## src/rtl/core/ppls_ram.sv

```systemverilog
// generic single write port ram with registered read
`default_nettype none
module ppls_ram #(
  parameter int WIDTH = 8,
  parameter int DEPTH = 64
) (
  input  wire logic                     clk,
  input  wire logic                     we,
  input  wire logic [$clog2(DEPTH)-1:0] waddr,
  input  wire logic [WIDTH-1:0]         wdata,
  input  wire logic [$clog2(DEPTH)-1:0] raddr,
  output      logic [WIDTH-1:0]         rdata
);

  logic [WIDTH-1:0] mem [DEPTH];

  always_ff @(posedge clk) begin
    if (we) begin
      mem[waddr] <= wdata;
    end
    rdata <= mem[raddr];
  end

endmodule
`default_nettype wire

```

## config.mk

```make
export PLATFORM = sky130hd
export DESIGN_NAME = ppls_ram
export DESIGN_NICKNAME = d
export VERILOG_FILES = /design/src/rtl/core/ppls_ram.sv
export SDC_FILE = /design/constraint.sdc
export NUM_CORES = 1
export LEC_CHECK = 0
export ABC_AREA = 0
export ABC_CLOCK_PERIOD_IN_PS = 5550
export BUFFER_PORTS_ARGS = -buffer_cell sky130_fd_sc_hd__buf_2
export CELL_PAD_IN_SITES_DETAIL_PLACEMENT = 1
export CELL_PAD_IN_SITES_GLOBAL_PLACEMENT = 1
export CORE_ASPECT_RATIO = 0.6
export CORE_UTILIZATION = 35
export DETAILED_ROUTE_END_ITERATION = 8
export HOLD_SLACK_MARGIN = 0.15
export PLACE_DENSITY_LB_ADDON = 0.15
export SETUP_SLACK_MARGIN = 0.02
export SLEW_MARGIN = 5
export SYNTH_ARGS = -nofsm -noshare
export SYNTH_HDL_FRONTEND = slang
export SYNTH_SLANG_ARGS = --single-unit
```

## constraint.sdc

```tcl
create_clock -name clk -period 5.55 [get_ports clk]
set_clock_uncertainty 0.05 [all_clocks]
set_input_delay 0.2775 -clock clk [delete_from_list [all_inputs] [get_ports clk]]
set_output_delay 0.2775 -clock clk [all_outputs]
set_load 0.005 [all_outputs]
```

Word level (Yosys, flattened, before mapping)
Memory sizes are Yosys's and may differ from the RTL's. A register that Yosys moved wholly into a read port is not among the register bits.
Index checks and enable logic that the tools add are counted.

cells by class
  mux-type cells = 2

operators by type and width
  operator           count
  1-bit two-way mux  2

storage, ports and cells
  bits in registers = 0
  bits in writable memories = 512
  output and inout port bits = 8
  memories kept = 1

memories
  memory  words  bits a word  read ports  clocked after Yosys merged registers in  write ports  RTL line  RTL
  mem     64     8            1           1                                        1            15        logic [WIDTH-1:0] mem [DEPTH];

Depth between registers and ports, before layout
Gate-level depths: netlist (run 1).

  word-level depth = 2
  gate-level depth with buffers = 9
  depth with buffers taken out = 5

Least setup slack after synthesis (run 1)
No wires, ideal clock.

  path type = input port to flip-flop
  start point = input port raddr[1]
  end point = register rdata[3], read port of mem
  library setup time = 128 ps
  data arrival time = 1817 ps
  setup slack = 3555 ps
  stages on the path = 7
  buffers on the path = 3
  path through = buf_4 buf_2 buf_2 mux4_2 mux4_2 o21ai_1 o41ai_1

RTL lines
  element      RTL line  RTL
  from (decl)  11        input wire logic [$clog2(DEPTH)-1:0] raddr,
  to (decl)    12        output logic [WIDTH-1:0] rdata

==> impl_metrics.csv, run 1 <==
group,metric,value,unit
setup_path,r2r_slack,3.46,ns
power,pwr_density_cell,363,nW/µm²
global_route,first_global_vias,9991,
floorplanning,die_area,58600,µm²
placed_design,placed_area,21100,µm²
cts,cts_made_buffers,49,
floorplanning,chipHeight,188,µm
min_path,hold_path.class,"in2reg",
power,pwr-share-comb,5.0,%
synth,synth_top_area_share,76.2,%
setup_path,reg2reg_from,"mem[29][4]",
setup_path,crit_type,"in2reg",
setup_path,crit_top_cell,"buf_4",
global_route,grt_pass1_wl,76.1,mm
power,switchingPower,1.75,mW
power,p_int,6.51,mW
synth,yosysSeqAreaShare,77.0,%
sta,finalHoldViolCount,0,
synth,synth_flop_cell,"edfxtp_1",
power,seqPwrFrac,52.8,%
sta,slew_viol_final,0,
route,avgViaCountPerCell,5.38,
sta,tns,0,ns
route,final_antenna_net_count,0,
synth,netlist_area,20200,µm²
sta,setup_viol,0,
synth,syn_nets,962,
min_path,min_from,"waddr[1]",
cells_and_area,drive_gt1_share,25.3,%
sta,setup_ws,2.87,ns
sta,fin_crit_sh,48.2,%
sta,worst_pin_slew,1.15,ns
route,drc,0,
setup_path,reg2reg_to,"rdata[4]",
synth,synth-seq-cells,520,
status,outcome,"finished, final reports clean",
cts,tritoncts,"built",
global_route,grt_antenna_before_repair,3,
synth,ys_top_cells_by_area,"edfxtp_1, mux4_2, nor2_1",
floorplanning,initial_core_util,35.8,%
setup_path,start_kind,"primary input",
cts,clockRootBuffer,"clkbuf_16",
setup_path,worstSetupEndpoint,"rdata[1]",
floorplanning,core,56300,µm²
synth,avgSynthCellArea,21.5,µm²
setup_path,cp.required,5.99,ns
global_route,grt_overflow,0,
synth,synth_common_cells,"edfxtp_1, mux4_2, nor2_1",
synth,ys_async_sr_fraction,0,%
placed_design,hpwl,31.9,mm
placed_design,port_buffers,29,
global_route,grt.total_usage,18.1,%
global_route,grt_start_max_net_pins,65,
route,wl_per_cell,29.3,µm
synth,synthDistinctLibCells,40,
setup_path,crit_chain,"buf_4, buf_4, buf_4, mux4_2, nor2_1, nor3_1, o2bb2ai_1",
floorplanning,std_cell_rows,67,
synth,yosysMostFrequentCell,"edfxtp_1",
cts,postCtsSetupRepairBufs,0,
setup_path,arrival,3.12,ns
setup_path,slowest_delay,0.87,ns
sta,fmax,0.374,GHz
setup_path,critPathMaxFanout,44,
sta,min_period,2.68,ns
placed_design,gp_congestion,0.761,
placed_design,place_ws,2.32,ns
power,power.leakage,6.99,nW
cts,insertion_delay,0.58,ns
cells_and_area,syn_to_final_growth,13.1,%
floorplanning,die_width,312,µm
floorplanning,io_pins,30,
cts,cts_sinks,520,
route,vias,9625,
route,wl,52.4,mm
sta,slew_headroom,22.8,%
cells_and_area,stdcell_area,22800,µm²
job,drv_cap,0,
synth,synth_edf_count,512,
power,irDropWorstVdd,0.246,mV
setup_path,startpoint,"raddr[2]",
cts,h-tree-depth,2,
setup_path,end_kind,"flip-flop",
cts,ctsLongestPathBuffers,3,
route,drt_iter0_markers,1079,
synth,synth_warnings,0,
sta,rsz0062_at_grt,"no",
power,switching_share,21.2,%
cells_and_area,final_net_count,1012,
route,dr.pass1.iters,5,
power,clkPwrFrac,42.2,%
power,finalPower,8.27,mW
setup_path,r2r_cells,5,
synth,synth_top_area_cell,"edfxtp_1",
setup_path,critical-path-slowest-cell,"nor3_1",
synth,syn_inst,940,
cts,clk_pin_slew_worst_paths,0.07,ns
==> per-stage QoR <==
stage / cells / hold WS, ns / util, %
after floorplan: 940 / 0.326 / -
after global placement: 1696 / 0.675 / 37.5
after detailed placement: 1697 / 0.672 / 37.5
after CTS: 1787 / 0.178 / 40.5
after global routing: 1788 / 0.218 / 40.5
final: 1790 / 0.199 / 40.5
==> power by group through the flow <==
stage	combinational [mW]	sequential (mW)	clock, mW
after floorplan	0.232	4.44	0
after global placement	0.417	4.45	0
after detailed placement	0.422	4.45	0
after CTS	0.422	4.36	3.57
after global routing	0.443	4.36	3.70
final	0.413	4.36	3.49
==> cell families (layout without fill, tap and decap cells) <==
logic type | count (synthesis) | after routing | synth area share, %
AND/OR/NAND/NOR | 153 | 153 | 3.39
flip-flops | 520 | 520 | 77.0
buffers and inverters | 51 | 139 | 1.57
multiplexers | 162 | 162 | 15.9
other | 0 | 3 | 0
AO/OA/AOI/OAI | 54 | 54 | 2.07
==> final cells by class <==
class,instances,area (µm²)
diodes,3,7.51
fillers,5322,33500
flip-flops and latches,520,15500
repair buffers,50,350
well taps,759,950
clock buffers,65,1380
multi-input cells,369,4330
clock inverters,24,263
==> critical path, delay by kind of cell <==
kind,cells,cell delay (ns)
buffers and inverters,3,1.31
and+or+nand+nor,2,0.92
muxes,1,0.34
AOI/OAI and AO/OA,1,0.18
==> flip-flops by register name (all words and copies together) (netlist names) <==
register	cells
mem	512
rdata	8
==> layer usage <==
| layer | track usage (%) | vias to the layer above | share of wire (%) |
|---|---|---|---|
| li1 | - | 4027 | - |
| met3 | 3.19 | 54 | 6.4 |
| met5 | 0 | - | 0 |
| met4 | 3.17 | 0 | 1.3 |
| met1 | 31.0 | 5256 | 53 |
| met2 | 23.6 | 288 | 40 |
==> placed cells by master, fill, tap and decap left out, types with 13 or more instances in the layout <==
master	n
buf_4	20
nor2_1	83
edfxtp_1	512
nor2b_1	14
mux2_2	13
buf_2	25
mux4_2	126
clkbuf_16	51
nand3_1	13
nand2_1	19
mux2i_1	23
==> repair_timing <==
action | in CTS | in global routing
hold buffers | 1 | 0
setup endpoints to repair | 0 | 0
gates resized for setup | 0 | 0
endpoints found under the hold margin | 5 | 0
==> worst min path at each step <==
stage / cells past startpoint / end / slack, ns
3_5_place_dp: 1 / rdata[4] / 0.67
3_3_place_gp: 3 / rdata[0] / 0.67
2_1_floorplan: 0 / mem[0][0] / 0.33
4_1_cts: 2 / mem[49][7] / 0.18
6_report: 2 / mem[49][5] / 0.20
5_1_grt: 2 / mem[49][5] / 0.22
Power figures use the tool's default switching activity.
==> run 2: changes to the inputs <==
Settings changed: ABC_AREA 0 to 1, ABC_CLOCK_PERIOD_IN_PS 5550 to 2200.
Clock period 5.55 ns to 2.2 ns, I/O delays scaled along.
==> run 2 against run 1 <==
Synthesized area rose by 5.8%. Sequential power grew to 2.5 times the previous value. Global-route usage is 3.3 points higher. Power increased to 2.6 times the previous value. Clock power rose to 2.5 times the previous value. Critical path depth grew 2.
==> impl_metrics.csv, run 2 <==
group,metric,value,unit
status,outcome,"finished, final reports clean",
setup_path,arrival,2.31,ns
route,wl,66.0,mm
synth,synth-seq-cells,520,
cells_and_area,mostFrequentLayoutCells,"nand2_1, edfxtp_1, nand3_1, buf_4, nor2_1",
power,irDropWorstVdd,0.694,mV
synth,syn_inst,1805,
cts,clk_pin_slew_worst_paths,0.07,ns
synth,yosysMostFrequentCell,"nand2_1",
cts,cts_sinks,520,
global_route,grt_start_max_net_pins,93,
global_route,first_global_vias,14636,
floorplanning,chipHeight,193,µm
setup_path,r2r_slack,0.32,ns
cells_and_area,reg_top3,"mem: 512 flops, rdata: 8 flops",
cells_and_area,post-route-util,41.2,%
cells_and_area,antenna_cells,0,
cts,postCtsSetupRepairBufs,0,
sta,fmax,0.531,GHz
route,wl_per_cell,23.9,µm
synth,netlist_area,21300,µm²
cells_and_area,regMostFlops,"mem",
power,pwr_density_cell,863,nW/µm²
floorplanning,io_pins,30,
sta,slew_viol_final,0,
setup_path,start_kind,"flip-flop",
cts,tritoncts,"built",
synth,ys_top_cells_by_area,"edfxtp_1, nand2_1, nand3_1",
floorplanning,std_cell_rows,69,
cells_and_area,largest_reg_flops,512,
cells_and_area,syn_to_final_growth,15.4,%
min_path,min_from,"waddr[3]",
cts,cts_made_buffers,51,
cts,h-tree-depth,2,
setup_path,reg2reg_from,"mem[59][0]",
floorplanning,initial_core_util,35.7,%
route,drt_iter0_markers,1500,
floorplanning,core,59700,µm²
setup_path,crit_type,"reg2reg",
route,vias,14356,
placed_design,gp_congestion,0.793,
synth,synth_edf_count,512,
min_path,hold_path.class,"in2reg",
route,drc,0,
cells_and_area,stdcell_area,24600,µm²
synth,ys_async_sr_fraction,0,%
cells_and_area,final_net_count,1925,
floorplanning,die_width,321,µm
synth,synth_warnings,0,
sta,rsz0062_at_grt,"no",
power,power.leakage,8.92,nW
sta,tns,0,ns
cells_and_area,final_common_cell,"nand2_1",
synth,synthDistinctLibCells,16,
global_route,grt.total_usage,21.4,%
setup_path,critPathMaxFanout,1,
floorplanning,die_area,62000,µm²
setup_path,reg2reg_to,"rdata[0]",
cells_and_area,nFillCells,6434,
cts,ctsLongestPathBuffers,3,
global_route,grt_antenna_before_repair,3,
sta,fin_crit_sh,85.6,%
synth,synth_top_area_cell,"edfxtp_1",
sta,slew_headroom,60.3,%
synth,yosysSeqAreaShare,72.8,%
cts,clockRootBuffer,"clkbuf_16",
cts,hold_buffers,14,
route,avgViaCountPerCell,5.20,
setup_path,end_kind,"flip-flop",
placed_design,hpwl,39.7,mm
cts,post_cts_resized,0,
global_route,grt_pass1_wl,98.3,mm
route,dr.pass1.iters,5,
sta,min_period,1.88,ns
synth,avgSynthCellArea,11.8,µm²
synth,synth_top_area_share,72.0,%
global_route,grt_overflow,0,
sta,setup_viol,0,
placed_design,placed_area,22900,µm²
setup_path,cp.required,2.62,ns
placed_design,port_buffers,29,
route,final_antenna_net_count,0,
min_path,min_to,"mem[14][0]",
synth,syn_nets,1827,
sta,finalHoldViolCount,0,
cells_and_area,drive_gt1_share,11.5,%
synth,synth_flop_cell,"edfxtp_1",
setup_path,r2r_cells,9,
cts,insertion_delay,0.60,ns
min_path,whs_path_depth,3,
synth,synth_common_cells,"nand2_1, edfxtp_1, nand3_1",
sta,worst_pin_slew,0.595,ns
job,drv_cap,0,
## run 2: cell count changes after synthesis, sizes merged, moves of 14 or more
cell	change
buf	+64
mux2i	-23
mux4	-126
nand2	+629
nand3	+426
nor2	-27
nor2b	-14
## run 2: worst max-delay path, stage by stage (launching register included)
cell and delay (ns):
edfxtp_1 0.38, nand2_1 0.08, nand3_1 0.08, nand3_1 0.11, nand2_1 0.13, nand2_1 0.11
nand3_1 0.13, nand3_1 0.09, dlygate4sd3_1 0.55, nand2_1 0.05
## run 2: metal layers
| layer | global-route usage, % | up-vias | wire, µm | share of wire [%] |
|---|---|---|---|---|
| met5 | 0 | - | 0 | 0 |
| met4 | 3.83 | 0 | 898 | 1.4 |
| met3 | 4.36 | 64 | 4540 | 6.9 |
| met2 | 29.8 | 376 | 26800 | 41 |
| met1 | 34.2 | 7366 | 33700 | 51 |
| li1 | - | 6550 | - | - |
## run 2: cells by family (layout without fill, tap and decap cells)
kind of cell  Yosys count  in the layout  synth area share [%]
simple gates         1160           1160                  23.2
flops                 520            520                  72.8
buf+inv               125            265                  4.02
## run 2: through the flow
stage                     hold WS (ns)  power [mW]  instances  setup WS (ns)
final                            0.226        21.3       2761          0.317
after global routing             0.231        22.0       2761          0.228
after CTS                        0.189        21.5       2761          0.347
after detailed placement         0.483        12.7       2652         0.0795
after global placement           0.486        12.6       2652          0.127
after floorplan                  0.159        12.0       1805          0.274
## run 2: power by group
| part | switching [mW] | leakage (nW) | internal [mW] |
|---|---|---|---|
| logic | 1.06 | 3.44 | 0.389 |
| registers | 0.0521 | 4.67 | 11.0 |
| clock network | 3.86 | 0.809 | 4.94 |
| total | 4.97 | 8.92 | 16.3 |
## run 2: final cells by class
cell class              instances  area (µm²)  area share [%]
flip-flops and latches        520       15500            63.1
clock buffers                  79        1500            6.11
well taps                     816        1020            4.14
inverters                      12        55.1           0.223
repair buffers                158        1420            5.78
multi-input cells            1160        4960            20.1
clock inverters                16         138           0.559
## run 2: how the worst max path moves through the flow
stage	cells after the start	end	startpoint	slack, ns
after floorplan	3	mem[48][0]	we	0.27
after global placement	12	rdata[7]	raddr[0]	0.13
after detailed placement	12	rdata[7]	raddr[0]	0.08
after CTS	9	rdata[0]	mem[59][0]	0.35
after global routing	9	rdata[0]	mem[47][0]	0.23
final	9	rdata[0]	mem[59][0]	0.32
==> run 3: changes to the inputs <==
==> constraint.sdc (replaced) <==
create_clock -name clk -period 2.2 [get_ports clk]
set_clock_uncertainty 0.05 [all_clocks]
set_input_delay 0.44 -clock clk [delete_from_list [all_inputs] [get_ports clk]]
set_output_delay 0.44 -clock clk [all_outputs]
set_load 0.005 [all_outputs]
==> run 3 against run 2 <==
Sequential share of layout area down 0.83 points. Count of clock-buffer cells in the layout fell by 11. Die area unchanged. Highest routed layer is now met5. Flip-flop and latch count did not move. Power is 0.29% lower. Cell count is 1.3% higher. Final area up 1.3%. Hold slack got worse by 0.0012 ns. Largest cell class unchanged. Core utilization up 0.55 points. Largest power group unchanged. Critical path depth fell by 8.
==> impl_metrics.csv, run 3 (synthesis results as in run 2) <==
group,metric,value,unit
sta,setup_ws,0.466,ns
setup_path,reg2reg_from,"mem[59][2]",
cts,clockRootBuffer,"clkbuf_16",
global_route,grt_antenna_before_repair,1,
cts,clk_pin_slew_worst_paths,0.06,ns
cts,cts_sinks,520,
placed_design,dp_cells,2702,
placed_design,gp_congestion,0.845,
placed_design,hpwl,39.7,mm
sta,fin_crit_sh,78.8,%
route,drt_iter0_markers,1358,
setup_path,path_buf_inv,1,
setup_path,slowest_delay,0.48,ns
cts,postCtsSetupRepairBufs,0,
cells_and_area,final_common_cell,"nand2_1",
route,final_antenna_net_count,0,
job,drv_cap,0,
cells_and_area,fin_cells,2796,
floorplanning,core,59700,µm²
placed_design,place_ws,-0.0739,ns
route,wl_per_cell,23.1,µm
cells_and_area,reg_top3,"mem: 512 flops, rdata: 8 flops",
cts,ctsLongestPathBuffers,3,
min_path,min_from,"raddr[5]",
route,dr.pass1.iters,5,
setup_path,crit_chain,"buf_2",
sta,tns,0,ns
cells_and_area,syn_to_final_growth,17.0,%
sta,worst_pin_slew,0.804,ns
cells_and_area,final_net_count,1961,
global_route,grt.total_usage,21.1,%
power,power.leakage,9.14,nW
sta,fmax,0.577,GHz
placed_design,port_buffers,29,
cells_and_area,mostFrequentLayoutCells,"nand2_1, edfxtp_1, nand3_1, buf_4, nor2_1",
setup_path,arrival,1.24,ns
floorplanning,std_cell_rows,69,
sta,slew_viol_final,0,
power,irDropWorstVdd,0.566,mV
setup_path,startpoint,"rdata[4]",
sta,finalHoldViolCount,0,
floorplanning,chipHeight,193,µm
setup_path,critPathMaxFanout,1,
setup_path,critical_path.top_delay_family,"flip-flops",
sta,holdWs,0.224,ns
route,wl,64.5,mm
floorplanning,die_area,62000,µm²
min_path,hold_path.class,"in2reg",
setup_path,start_kind,"flip-flop",
cells_and_area,regMostFlops,"mem",
cts,hold_buffers,0,
cts,insertion_delay,0.60,ns
route,drc,0,
floorplanning,initial_core_util,35.7,%
power,finalPower,21.2,mW
global_route,grt_start_max_net_pins,65,
global_route,grt_overflow,0,
floorplanning,die_width,321,µm
cells_and_area,largest_reg_flops,512,
cells_and_area,antenna_cells,0,
route,vias,14492,
setup_path,critical-path-slowest-cell,"dfxtp_1",
power,pwr_density_cell,849,nW/µm²
sta,rsz0062_at_grt,"no",
route,avgViaCountPerCell,5.18,
cts,post_cts_resized,0,
global_route,first_global_vias,14879,
sta,min_period,1.73,ns
cells_and_area,drive_gt1_share,13.7,%
sta,slew_headroom,46.4,%
floorplanning,io_pins,30,
cts,h-tree-depth,2,
setup_path,end_kind,"primary output",
global_route,grt_pass1_wl,97.4,mm
setup_path,crit_type,"reg2out",
sta,setup_viol,0,
cts,tritoncts,"built",
cts,cts_made_buffers,51,
status,outcome,"finished, final reports clean",
setup_path,cp.required,1.71,ns
run 3: cell count changes in the layout (fill, tap and decap cells not counted), moves of 5 or more:
cell           delta
dlygate4sd3_1    -14
clkbuf_8          -5
clkbuf_1          -6
buf_4            +40
clkinv_1          +6
buf_12           +10
clkinv_2          +5
run 3: per-stage QoR:
stage	util [%]	instance area [µm²]
finish	41.8	25000
global route	41.8	25000
CTS	41.8	25000
detailed placement	39.1	23400
global placement	39.1	23400
floorplan	-	21300
run 3: per-layer routing:
metal	vias to the layer above	routed length, µm	global-route usage, %
li1	6627	-	-
met1	7443	33100	33.5
met2	336	26500	29.7
met3	84	3710	3.85
met4	2	1140	4.39
met5	-	12	0
run 3: cell type report:
class	instances	area (µm²)
tap	816	1020
multi-input combinational	1160	4960
sequential	520	15500
inverter	12	55.1
fill	6382	34800
clock inverter	26	198
clock buffer	68	1410
timing repair buffer	194	1780
run 3: final timing paths:
| path | slack [ns] | endpoint | cells after the start |
|---|---|---|---|
| max reg2reg | 0.49 | rdata[2] | 8 |
| max | 0.47 | rdata[4] | 1 |
| min | 0.22 | rdata[3] | 3 |
| min reg2reg | 0.78 | rdata[3] | 8 |
run 3: power by group:
group	leakage (nW)	total, mW	internal (mW)	switching (mW)
Clock	0.800	8.66	4.85	3.81
Sequential	4.67	11.0	11.0	0.0389
Combinational	3.67	1.54	0.458	1.08
Total	9.14	21.2	16.3	4.93
